<file path="config.mk">
export PLATFORM = sky130hd
export DESIGN_NAME = banked_memory_map_decoder_unit
export DESIGN_NICKNAME = d
export VERILOG_FILES = /design/src/hdl/bmmd_pkg.sv /design/src/hdl/banked_memory_map_decoder_unit.sv /design/src/hdl/bmmd_csr.sv /design/src/hdl/bmmd_decode.sv
export VERILOG_INCLUDE_DIRS = /design/src /design/src/hdl
export SDC_FILE = /design/constraint.sdc
export NUM_CORES = 1
export LEC_CHECK = 0
export BUFFER_PORTS_ARGS = -buffer_cell sky130_fd_sc_hd__buf_2
export CORE_ASPECT_RATIO = 1.75
export CORE_UTILIZATION = 49
export CTS_CLUSTER_DIAMETER = 50
export DETAILED_ROUTE_END_ITERATION = 16
export GPL_ROUTABILITY_DRIVEN = 0
export MAX_ROUTING_LAYER = met4
export PLACE_DENSITY = 0.79
export SYNTH_ARGS = -nofsm -noshare
export SYNTH_HDL_FRONTEND = slang
export SYNTH_HIERARCHICAL = 1
export SYNTH_SLANG_ARGS = --single-unit
</file>
<file path="constraint.sdc">
create_clock -name clock -period 2.7 [get_ports clock]
set_clock_uncertainty 0.05 [all_clocks]
set_input_delay 0.54 -clock clock [delete_from_list [all_inputs] [get_ports clock]]
set_output_delay 0.54 -clock clock [all_outputs]
set_load 0.1 [all_outputs]
</file>
<file path="src/hdl/banked_memory_map_decoder_unit_assert.svh">
// Assertion macros for the banked memory map decoder.
// Used by the top level; no other dependencies.
`ifndef BANKED_MEMORY_MAP_DECODER_UNIT_ASSERT_SVH
`define BANKED_MEMORY_MAP_DECODER_UNIT_ASSERT_SVH
`ifndef NO_ASSERTIONS
// antecedent holds -> consequent holds in the same cycle
`define BMMD_ASSERT_IMPL(label, clk, rst, ante, cons) \
   label: assert property (@(posedge clk) disable iff (rst) (ante) |-> (cons)) \
      else $error("assertion failed");
// antecedent holds -> consequent holds in the next cycle
`define BMMD_ASSERT_NEXT(label, clk, rst, ante, cons) \
   label: assert property (@(posedge clk) disable iff (rst) (ante) |=> (cons)) \
      else $error("assertion failed");
`else
`define BMMD_ASSERT_IMPL(label, clk, rst, ante, cons)
`define BMMD_ASSERT_NEXT(label, clk, rst, ante, cons)
`endif
`endif

</file>
<file path="src/hdl/bmmd_pkg.sv">
// Shared types and constants of the banked memory map decoder.
// No dependencies.
package bmmd_pkg;

   // decode targets
   typedef enum logic [3:0] {
      TGT_DIR    = 4'd0,
      TGT_PORT   = 4'd1,
      TGT_RAM    = 4'd2,
      TGT_CART   = 4'd3,
      TGT_BASIC  = 4'd4,
      TGT_KERNEL = 4'd5,
      TGT_CHAR   = 4'd6,
      TGT_VIDEO  = 4'd7,
      TGT_IO1    = 4'd8,
      TGT_IO2    = 4'd9,
      TGT_OPEN   = 4'd10,
      TGT_DROP   = 4'd11
   } target_type;

   // access kinds
   localparam logic ACC_READ  = 1'b0;
   localparam logic ACC_WRITE = 1'b1;

   // processor port
   localparam logic [15:0] ADDR_DIR      = 16'h0000;
   localparam logic [15:0] ADDR_PORT     = 16'h0001;
   localparam logic [7:0]  PORT_DIR_RST  = 8'h2F;
   localparam logic [7:0]  PORT_DATA_RST = 8'h37;
   localparam logic [7:0]  PORT_TOP_BITS = 8'hC0;
   localparam logic [7:0]  OPEN_BUS_DATA = 8'hFF;

   // map boundaries
   localparam logic [15:0] CART_LO   = 16'h8000;
   localparam logic [15:0] CART_HI   = 16'hBFFF;
   localparam logic [15:0] BASIC_LO  = 16'hA000;
   localparam logic [15:0] KERNEL_LO = 16'hE000;
   localparam logic [15:0] WIN_LO    = 16'hD000;
   localparam logic [15:0] WIN_HI    = 16'hDFFF;
   localparam logic [15:0] VID_HI    = 16'hD3FF;
   localparam logic [15:0] COLOR_LO  = 16'hD800;
   localparam logic [15:0] COLOR_HI  = 16'hDBFF;
   localparam logic [15:0] IO1_LO    = 16'hDC00;
   localparam logic [15:0] IO1_HI    = 16'hDCFF;
   localparam logic [15:0] IO2_LO    = 16'hDD00;
   localparam logic [15:0] IO2_HI    = 16'hDDFF;

   // configuration register map
   localparam int          CSR_ADDR_W      = 3;
   localparam logic [2:0]  CSR_CART_ADDR   = 3'd0;

   // decode result with port register update
   typedef struct packed {
      target_type  target;
      logic [15:0] offset;
      logic [7:0]  read_data;
      logic        dir_wr;
      logic        port_wr;
      logic [7:0]  dir_next;
      logic [7:0]  port_next;
   } decode_type;

endpackage

</file>
<file path="src/hdl/banked_memory_map_decoder_unit.sv">
// Banked memory map decoder, top level: input register, decode, result
// register and processor port registers. Depends on bmmd_pkg, bmmd_csr,
// bmmd_decode and banked_memory_map_decoder_unit_assert.svh.
//
// Usage:
//   The req_ channel carries one bus access per word (req_type, req_bus_addr,
//   req_write_data); the rsp_ channel returns one decoded word per access
//   (rsp_target, rsp_target_offset, rsp_read_data), in order.
//   A word is moved when valid is high and stall is low.
//   The input register loads at the accepting edge; the result register loads
//   from it once rsp_stall allows, and rsp_valid rises as it does.
//   Throughput: one access per cycle while rsp_stall is low; the decode and
//   the port register update sit between those two registers.
//   Port register writes take effect for the very next access.
//   When rsp_stall is held, the result register holds its word, one more
//   access is taken into the input register, and req_stall then rises.
//   The APB-style port holds cartridge_present at byte address 0; pready is
//   always high. Write it only while the block is empty.
//   Reset (synchronous, active high) empties both registers, clears
//   cartridge_present and loads the port direction with 0x2F, data with 0x37.
`include "banked_memory_map_decoder_unit_assert.svh"
module banked_memory_map_decoder_unit (
   input  logic                             clock,
   input  logic                             reset,
   // access channel
   input  logic                             req_valid,
   output logic                             req_stall,
   input  logic                             req_type,
   input  logic [15:0]                      req_bus_addr,
   input  logic [7:0]                       req_write_data,
   // result channel
   output logic                             rsp_valid,
   input  logic                             rsp_stall,
   output logic [3:0]                       rsp_target,
   output logic [15:0]                      rsp_target_offset,
   output logic [7:0]                       rsp_read_data,
   // configuration
   input  logic                             psel,
   input  logic                             penable,
   input  logic                             pwrite,
   input  logic [bmmd_pkg::CSR_ADDR_W-1:0]  paddr,
   input  logic [31:0]                      pwdata,
   output logic [31:0]                      prdata,
   output logic                             pready
);
   import bmmd_pkg::*;

   logic        in_vld_ff, in_vld_in;
   logic        in_type_ff;
   logic [15:0] in_addr_ff;
   logic [7:0]  in_data_ff;
   logic        out_vld_ff, out_vld_in;
   target_type  out_tgt_ff;
   logic [15:0] out_off_ff;
   logic [7:0]  out_rd_ff;
   logic [7:0]  dir_ff, dir_in;
   logic [7:0]  pdata_ff, pdata_in;
   logic        cart_present;
   logic        in_load, adv;
   decode_type  dec;

   // configuration register
   bmmd_csr u_csr (
      .clock        (clock),
      .reset        (reset),
      .psel         (psel),
      .penable      (penable),
      .pwrite       (pwrite),
      .paddr        (paddr),
      .pwdata       (pwdata),
      .prdata       (prdata),
      .pready       (pready),
      .cart_present (cart_present)
   );

   // decode of the word in the input register
   bmmd_decode u_decode (
      .acc_type     (in_type_ff),
      .addr         (in_addr_ff),
      .wdata        (in_data_ff),
      .port_dir     (dir_ff),
      .port_data    (pdata_ff),
      .cart_present (cart_present),
      .dec          (dec)
   );

   // flow control
   assign adv        = in_vld_ff && (!out_vld_ff || !rsp_stall);
   assign req_stall  = in_vld_ff && !adv;
   assign in_load    = req_valid && !req_stall;
   assign in_vld_in  = in_load || (in_vld_ff && !adv);
   assign out_vld_in = adv || (out_vld_ff && rsp_stall);

   // port register update as the word moves to the result register
   assign dir_in   = (adv && dec.dir_wr)  ? dec.dir_next  : dir_ff;
   assign pdata_in = (adv && dec.port_wr) ? dec.port_next : pdata_ff;

   // control state
   always_ff @(posedge clock) begin
      if (reset) begin
         in_vld_ff  <= 1'b0;
         out_vld_ff <= 1'b0;
         dir_ff     <= PORT_DIR_RST;
         pdata_ff   <= PORT_DATA_RST;
      end else begin
         in_vld_ff  <= in_vld_in;
         out_vld_ff <= out_vld_in;
         dir_ff     <= dir_in;
         pdata_ff   <= pdata_in;
      end
   end

   // payload registers
   always_ff @(posedge clock) begin
      if (in_load) begin
         in_type_ff <= req_type;
         in_addr_ff <= req_bus_addr;
         in_data_ff <= req_write_data;
      end
      if (adv) begin
         out_tgt_ff <= dec.target;
         out_off_ff <= dec.offset;
         out_rd_ff  <= dec.read_data;
      end
   end

   assign rsp_valid         = out_vld_ff;
   assign rsp_target        = out_tgt_ff;
   assign rsp_target_offset = out_off_ff;
   assign rsp_read_data     = out_rd_ff;

   // checks
   `BMMD_ASSERT_NEXT(a_port_top_bits, clock, reset, adv && dec.port_wr, pdata_ff[7:6] == 2'b11)
   `BMMD_ASSERT_IMPL(a_open_bus_data, clock, reset, out_vld_ff && (out_tgt_ff == TGT_OPEN), out_rd_ff == OPEN_BUS_DATA)
   `BMMD_ASSERT_NEXT(a_dir_written, clock, reset, adv && dec.dir_wr, dir_ff == out_rd_ff)

endmodule

</file>
<file path="src/hdl/bmmd_csr.sv">
// Configuration register block: APB-style port holding cartridge_present.
// Depends on bmmd_pkg.
module bmmd_csr (
   input  logic                             clock,
   input  logic                             reset,
   input  logic                             psel,
   input  logic                             penable,
   input  logic                             pwrite,
   input  logic [bmmd_pkg::CSR_ADDR_W-1:0]  paddr,
   input  logic [31:0]                      pwdata,
   output logic [31:0]                      prdata,
   output logic                             pready,
   output logic                             cart_present
);
   import bmmd_pkg::*;

   logic cart_ff;
   logic cart_in;
   logic wr_hit;

   assign pready = 1'b1;

   // write decode, access phase
   assign wr_hit  = psel && penable && pwrite && (paddr == CSR_CART_ADDR);
   assign cart_in = wr_hit ? pwdata[0] : cart_ff;

   always_ff @(posedge clock) begin
      if (reset) begin
         cart_ff <= 1'b0;
      end else begin
         cart_ff <= cart_in;
      end
   end

   // read mux
   always_comb begin
      prdata = 32'd0;
      if (paddr == CSR_CART_ADDR) begin
         prdata = {31'd0, cart_ff};
      end
   end

   assign cart_present = cart_ff;

endmodule

</file>
<file path="src/hdl/bmmd_decode.sv">
// Address decoder: maps one bus access to a target, offset and read word,
// and computes the processor port register update. Depends on bmmd_pkg.
module bmmd_decode (
   input  logic                  acc_type,
   input  logic [15:0]           addr,
   input  logic [7:0]            wdata,
   input  logic [7:0]            port_dir,
   input  logic [7:0]            port_data,
   input  logic                  cart_present,
   output bmmd_pkg::decode_type  dec
);
   import bmmd_pkg::*;

   logic basic_on, kernel_on, window_on, char_on, cart_on;
   logic in_win, in_cart, in_basic, in_kernel;
   target_type io_tgt;

   // banking controls from the port data register
   assign basic_on  = (port_data[1:0] == 2'b11);
   assign kernel_on = port_data[1];
   assign window_on = (port_data[1:0] != 2'b00);
   assign char_on   = !port_data[2];
   assign cart_on   = cart_present && basic_on;

   assign in_win    = (addr >= WIN_LO) && (addr <= WIN_HI);
   assign in_cart   = (addr >= CART_LO) && (addr <= CART_HI);
   assign in_basic  = (addr >= BASIC_LO) && (addr <= CART_HI);
   assign in_kernel = (addr >= KERNEL_LO);

   // device select inside the I/O window
   always_comb begin
      if (((addr >= WIN_LO) && (addr <= VID_HI)) ||
          ((addr >= COLOR_LO) && (addr <= COLOR_HI))) begin
         io_tgt = TGT_VIDEO;
      end else if ((addr >= IO1_LO) && (addr <= IO1_HI)) begin
         io_tgt = TGT_IO1;
      end else if ((addr >= IO2_LO) && (addr <= IO2_HI)) begin
         io_tgt = TGT_IO2;
      end else begin
         io_tgt = TGT_OPEN;
      end
   end

   // priority decode
   always_comb begin
      dec.target    = TGT_RAM;
      dec.offset    = addr;
      dec.read_data = 8'd0;
      dec.dir_wr    = 1'b0;
      dec.port_wr   = 1'b0;
      dec.dir_next  = wdata;
      dec.port_next = PORT_TOP_BITS | (port_data & ~port_dir) | (wdata & port_dir);
      if (acc_type == ACC_WRITE) begin
         if (addr == ADDR_DIR) begin
            dec.target    = TGT_DIR;
            dec.dir_wr    = 1'b1;
            dec.read_data = dec.dir_next;
         end else if (addr == ADDR_PORT) begin
            dec.target    = TGT_PORT;
            dec.port_wr   = 1'b1;
            dec.read_data = dec.port_next;
         end else if (in_win && window_on) begin
            dec.target = (io_tgt == TGT_OPEN) ? TGT_DROP : io_tgt;
         end
      end else begin
         if (addr == ADDR_DIR) begin
            dec.target    = TGT_DIR;
            dec.read_data = port_dir;
         end else if (addr == ADDR_PORT) begin
            dec.target    = TGT_PORT;
            dec.read_data = port_data;
         end else if (cart_on && in_cart) begin
            dec.target = TGT_CART;
            dec.offset = {2'b00, addr[13:0]};
         end else if (basic_on && in_basic) begin
            // A000..BFFF minus base is the low 13 bits
            dec.target = TGT_BASIC;
            dec.offset = {3'b000, addr[12:0]};
         end else if (kernel_on && in_kernel) begin
            dec.target = TGT_KERNEL;
            dec.offset = {3'b000, addr[12:0]};
         end else if (in_win && window_on) begin
            if (char_on) begin
               dec.target = TGT_CHAR;
               dec.offset = {4'b0000, addr[11:0]};
            end else begin
               dec.target = io_tgt;
               if (io_tgt == TGT_OPEN) begin
                  dec.read_data = OPEN_BUS_DATA;
               end
            end
         end
      end
   end

endmodule

</file>
==> impl_metrics.py <==
metrics = {
    "status": {
        "outcome": "finished clean",
    },
    "min_path": {
        "worstHoldPathType": "primary input to flip-flop",
    },
    "yosys": {
        "yosys.area_share.simple": 0.1335,
        "synth-adder-area-share": 0,
        "synth_area_sq_um": 3506,
        "synth_area_per_cell_sq_um": 11.92,
        "synth-xor-area-share": 0,
        "synthMuxAreaShare": 0.09350,
        "yosys_most_used_dff": "edfxtp_1",
        "ys_types": 39,
        "synth_edf_count": 53,
        "ys_seq_area_frac": 0.5625,
        "async_flop_share": 0,
        "synthCells": 294,
        "synth-seq-cells": 72,
        "ys_warn_count": 6,
        "synth_top_family_by_area": "buffers and inverters",
        "synth_compound_area_frac": 0.06888,
    },
    "clock_network": {
        "clkLatencyLatePin_ns": 0.33,
        "cts_setup_buffers": 0,
        "tritoncts": "done",
        "root_buffer": "clkbuf_16",
        "cts_resized": 0,
        "clock_sinks": 72,
        "numCtsBuffers": 9,
        "clk_pin_slew_worst_paths_ns": 0.06,
        "cts_max_path_buffers": 2,
        "cts_hold_buffers": 0,
        "htreeDepth": 3,
    },
    "timing": {
        "hold_slack_ns": 0.3274,
        "post-route-period-util": 0.8865,
        "fmax_mhz": 417.8,
        "hold_violations": 0,
        "tightest_slew_ns": 0.8228,
        "slew_violations": 0,
        "rsz0062_at_grt": "false",
        "fin_crit_ns": 2.394,
        "finalSetupTns_ns": 0,
        "finalSetupViolations": 0,
        "max_slew_margin": 0.4515,
    },
    "critical_path": {
        "crit_path_start_kind": "flip-flop",
        "crit_path_cell_trace": "nor4_1 > and4_1 > and3_1 > and3_1 > mux2i_1",
        "crit_fanout": 8,
        "timing.critical_path.mode_cell": "and3_1",
        "max_stage_delay_ns": 0.54,
        "cp_num_buf_inv": 0,
        "critPathCaptureType": "flip-flop",
        "slowest_stage": "nor4_1",
        "worstPathRequired_ns": 2.91,
        "cp_data_arrival_time_ns": 2.60,
        "crit_type": "flip-flop to flip-flop",
        "cp_top_family": "simple AND/OR/NAND/NOR gates",
    },
    "die": {
        "fp.dieH_um": 113.9,
        "die_x_um": 65.94,
        "ios": 130,
        "row_count": 40,
        "core_area_sq_um": 6907,
        "dieArea_sq_um": 7510,
        "initial_core_util": 0.5076,
    },
    "detailed_routing": {
        "dr_wl_met3_um": 281,
        "wl_met2_um": 3188,
        "wl_per_cell_um": 13.91,
        "dr.pass1.iters": 4,
        "drc": 0,
        "vias": 2186,
        "wl_met1_um": 2252,
        "ant_nets": 0,
        "drt_iter0_markers": 182,
        "wirelength_um": 5980,
        "route.top_layer_used": "met4",
        "vias_per_cell": 5.084,
    },
    "global_routing": {
        "track_usage": 0.1801,
        "grt-ovfl-total": 0,
        "grt_pass1_vias": 2031,
        "antenna_found_initial": 0,
        "grt_pass1_wl_um": 9597,
        "grt_start_max_net_pins": 37,
    },
    "placed_design": {
        "port_buffers": 66,
        "post-dp-hpwl_um": 4189,
    },
    "power_and_ir_drop": {
        "p_leak_nw": 1.558,
        "p_per_area_nw_per_um2": 781.7,
        "vdd_drop_max_mv": 0.4074,
    },
    "layout": {
        "layout_commonest_cell": "buf_2",
        "nNetsFinal": 408,
        "drive_gt1_frac": 0.3035,
        "layout_common_cells": "buf_2, edfxtp_1, conb_1, nor2_1, dfxtp_1",
        "areaGrowthSynthToFinish_pct": 12.92,
        "n_antenna_cell": 0,
    },
    "flow_run": {
        "drv_cap": 0,
    },
}
worst register-to-register path: cells and delay by family (launching register included):
kind | cells | cell delay, ns
flip-flops | 1 | 0.46
multiplexers | 1 | 0.25
AND/OR/NAND/NOR | 4 | 1.56
kinds of logic (layout without fill, tap and decap cells):
kind of cell | count (synthesis) | after routing
AO/OA/AOI/OAI | 35 | 35
buffers and inverters | 68 | 89
flip-flops | 72 | 72
multiplexers | 31 | 31
other | 3 | 34
AND/OR/NAND/NOR | 85 | 85
metal layers:
layer	global-route usage	up-vias
li1	-	1064
met1	0.1886	1011
met2	0.2952	93
met3	0.03400	18
met4	0.1291	0
met5	-	-
layout make-up:
class / instances / area, sq um
clock inverters: 5 / 103.9
fillers: 577 / 2948
well taps: 84 / 105.1
repair buffers: 69 / 352.8
multi-input cells: 185 / 1167
inverters: 4 / 15.01
clock buffers: 11 / 242.7
flip-flops and latches: 72 / 1972
state kept, by name (all words and copies together), names as in the netlist, 4 cells and up:
signal,cells
in_addr_ff,16
rsp_target,4
rsp_target_offset,16
pdata_ff,8
dir_ff,8
in_data_ff,8
rsp_read_data,8
synth_stat cells, types with 4 or more instances:
library cell	instances	share of area
buf_4	55	0.12
edfxtp_1	53	0.45
nor2_1	27	0.029
dfxtp_1	19	0.11
mux2i_1	17	0.049
nand2b_1	16	0.029
mux2_2	14	0.045
nand2_1	9	0.0096
o21ai_0	9	0.013
nand3b_1	8	0.017
o221ai_1	7	0.017
clkbuf_1	5	0.0054
and3_1	4	0.0071
inv_1	4	0.0043
stage by stage:
stage | area (sq um) | utilization | power (mW) | std cells | worst slack (ns)
2_1_floorplan | 3625 | - | 1.757 | 325 | 0.2390
3_3_place_gp | 3612 | 0.5230 | 1.753 | 414 | 0.5302
3_5_place_dp | 3612 | 0.5230 | 1.762 | 414 | 0.3796
4_1_cts | 3959 | 0.5732 | 3.113 | 430 | 0.3526
5_1_grt | 3959 | 0.5732 | 3.187 | 430 | 0.2099
6_report | 3959 | 0.5732 | 3.095 | 430 | 0.3065
final timing paths:
path | cells after the start | slack [ns] | endpoint | from
hold / removal | 1 | 0.33 | in_addr_ff[12] | req_bus_addr[12]
setup reg to reg | 5 | 0.31 | dir_ff[1] | in_addr_ff[10]
hold reg to reg | 0 | 0.40 | rsp_target_offset[3] | in_addr_ff[3]
setup / recovery | 5 | 0.31 | dir_ff[1] | in_addr_ff[10]
power breakdown:
part	internal [mW]	switching, mW	total, mW
combinational	0.0656	0.404	0.469
sequential	1.24	0.0326	1.27
clock	0.927	0.427	1.35
total	2.23	0.864	3.09
Power figures use the tool's default switching activity.
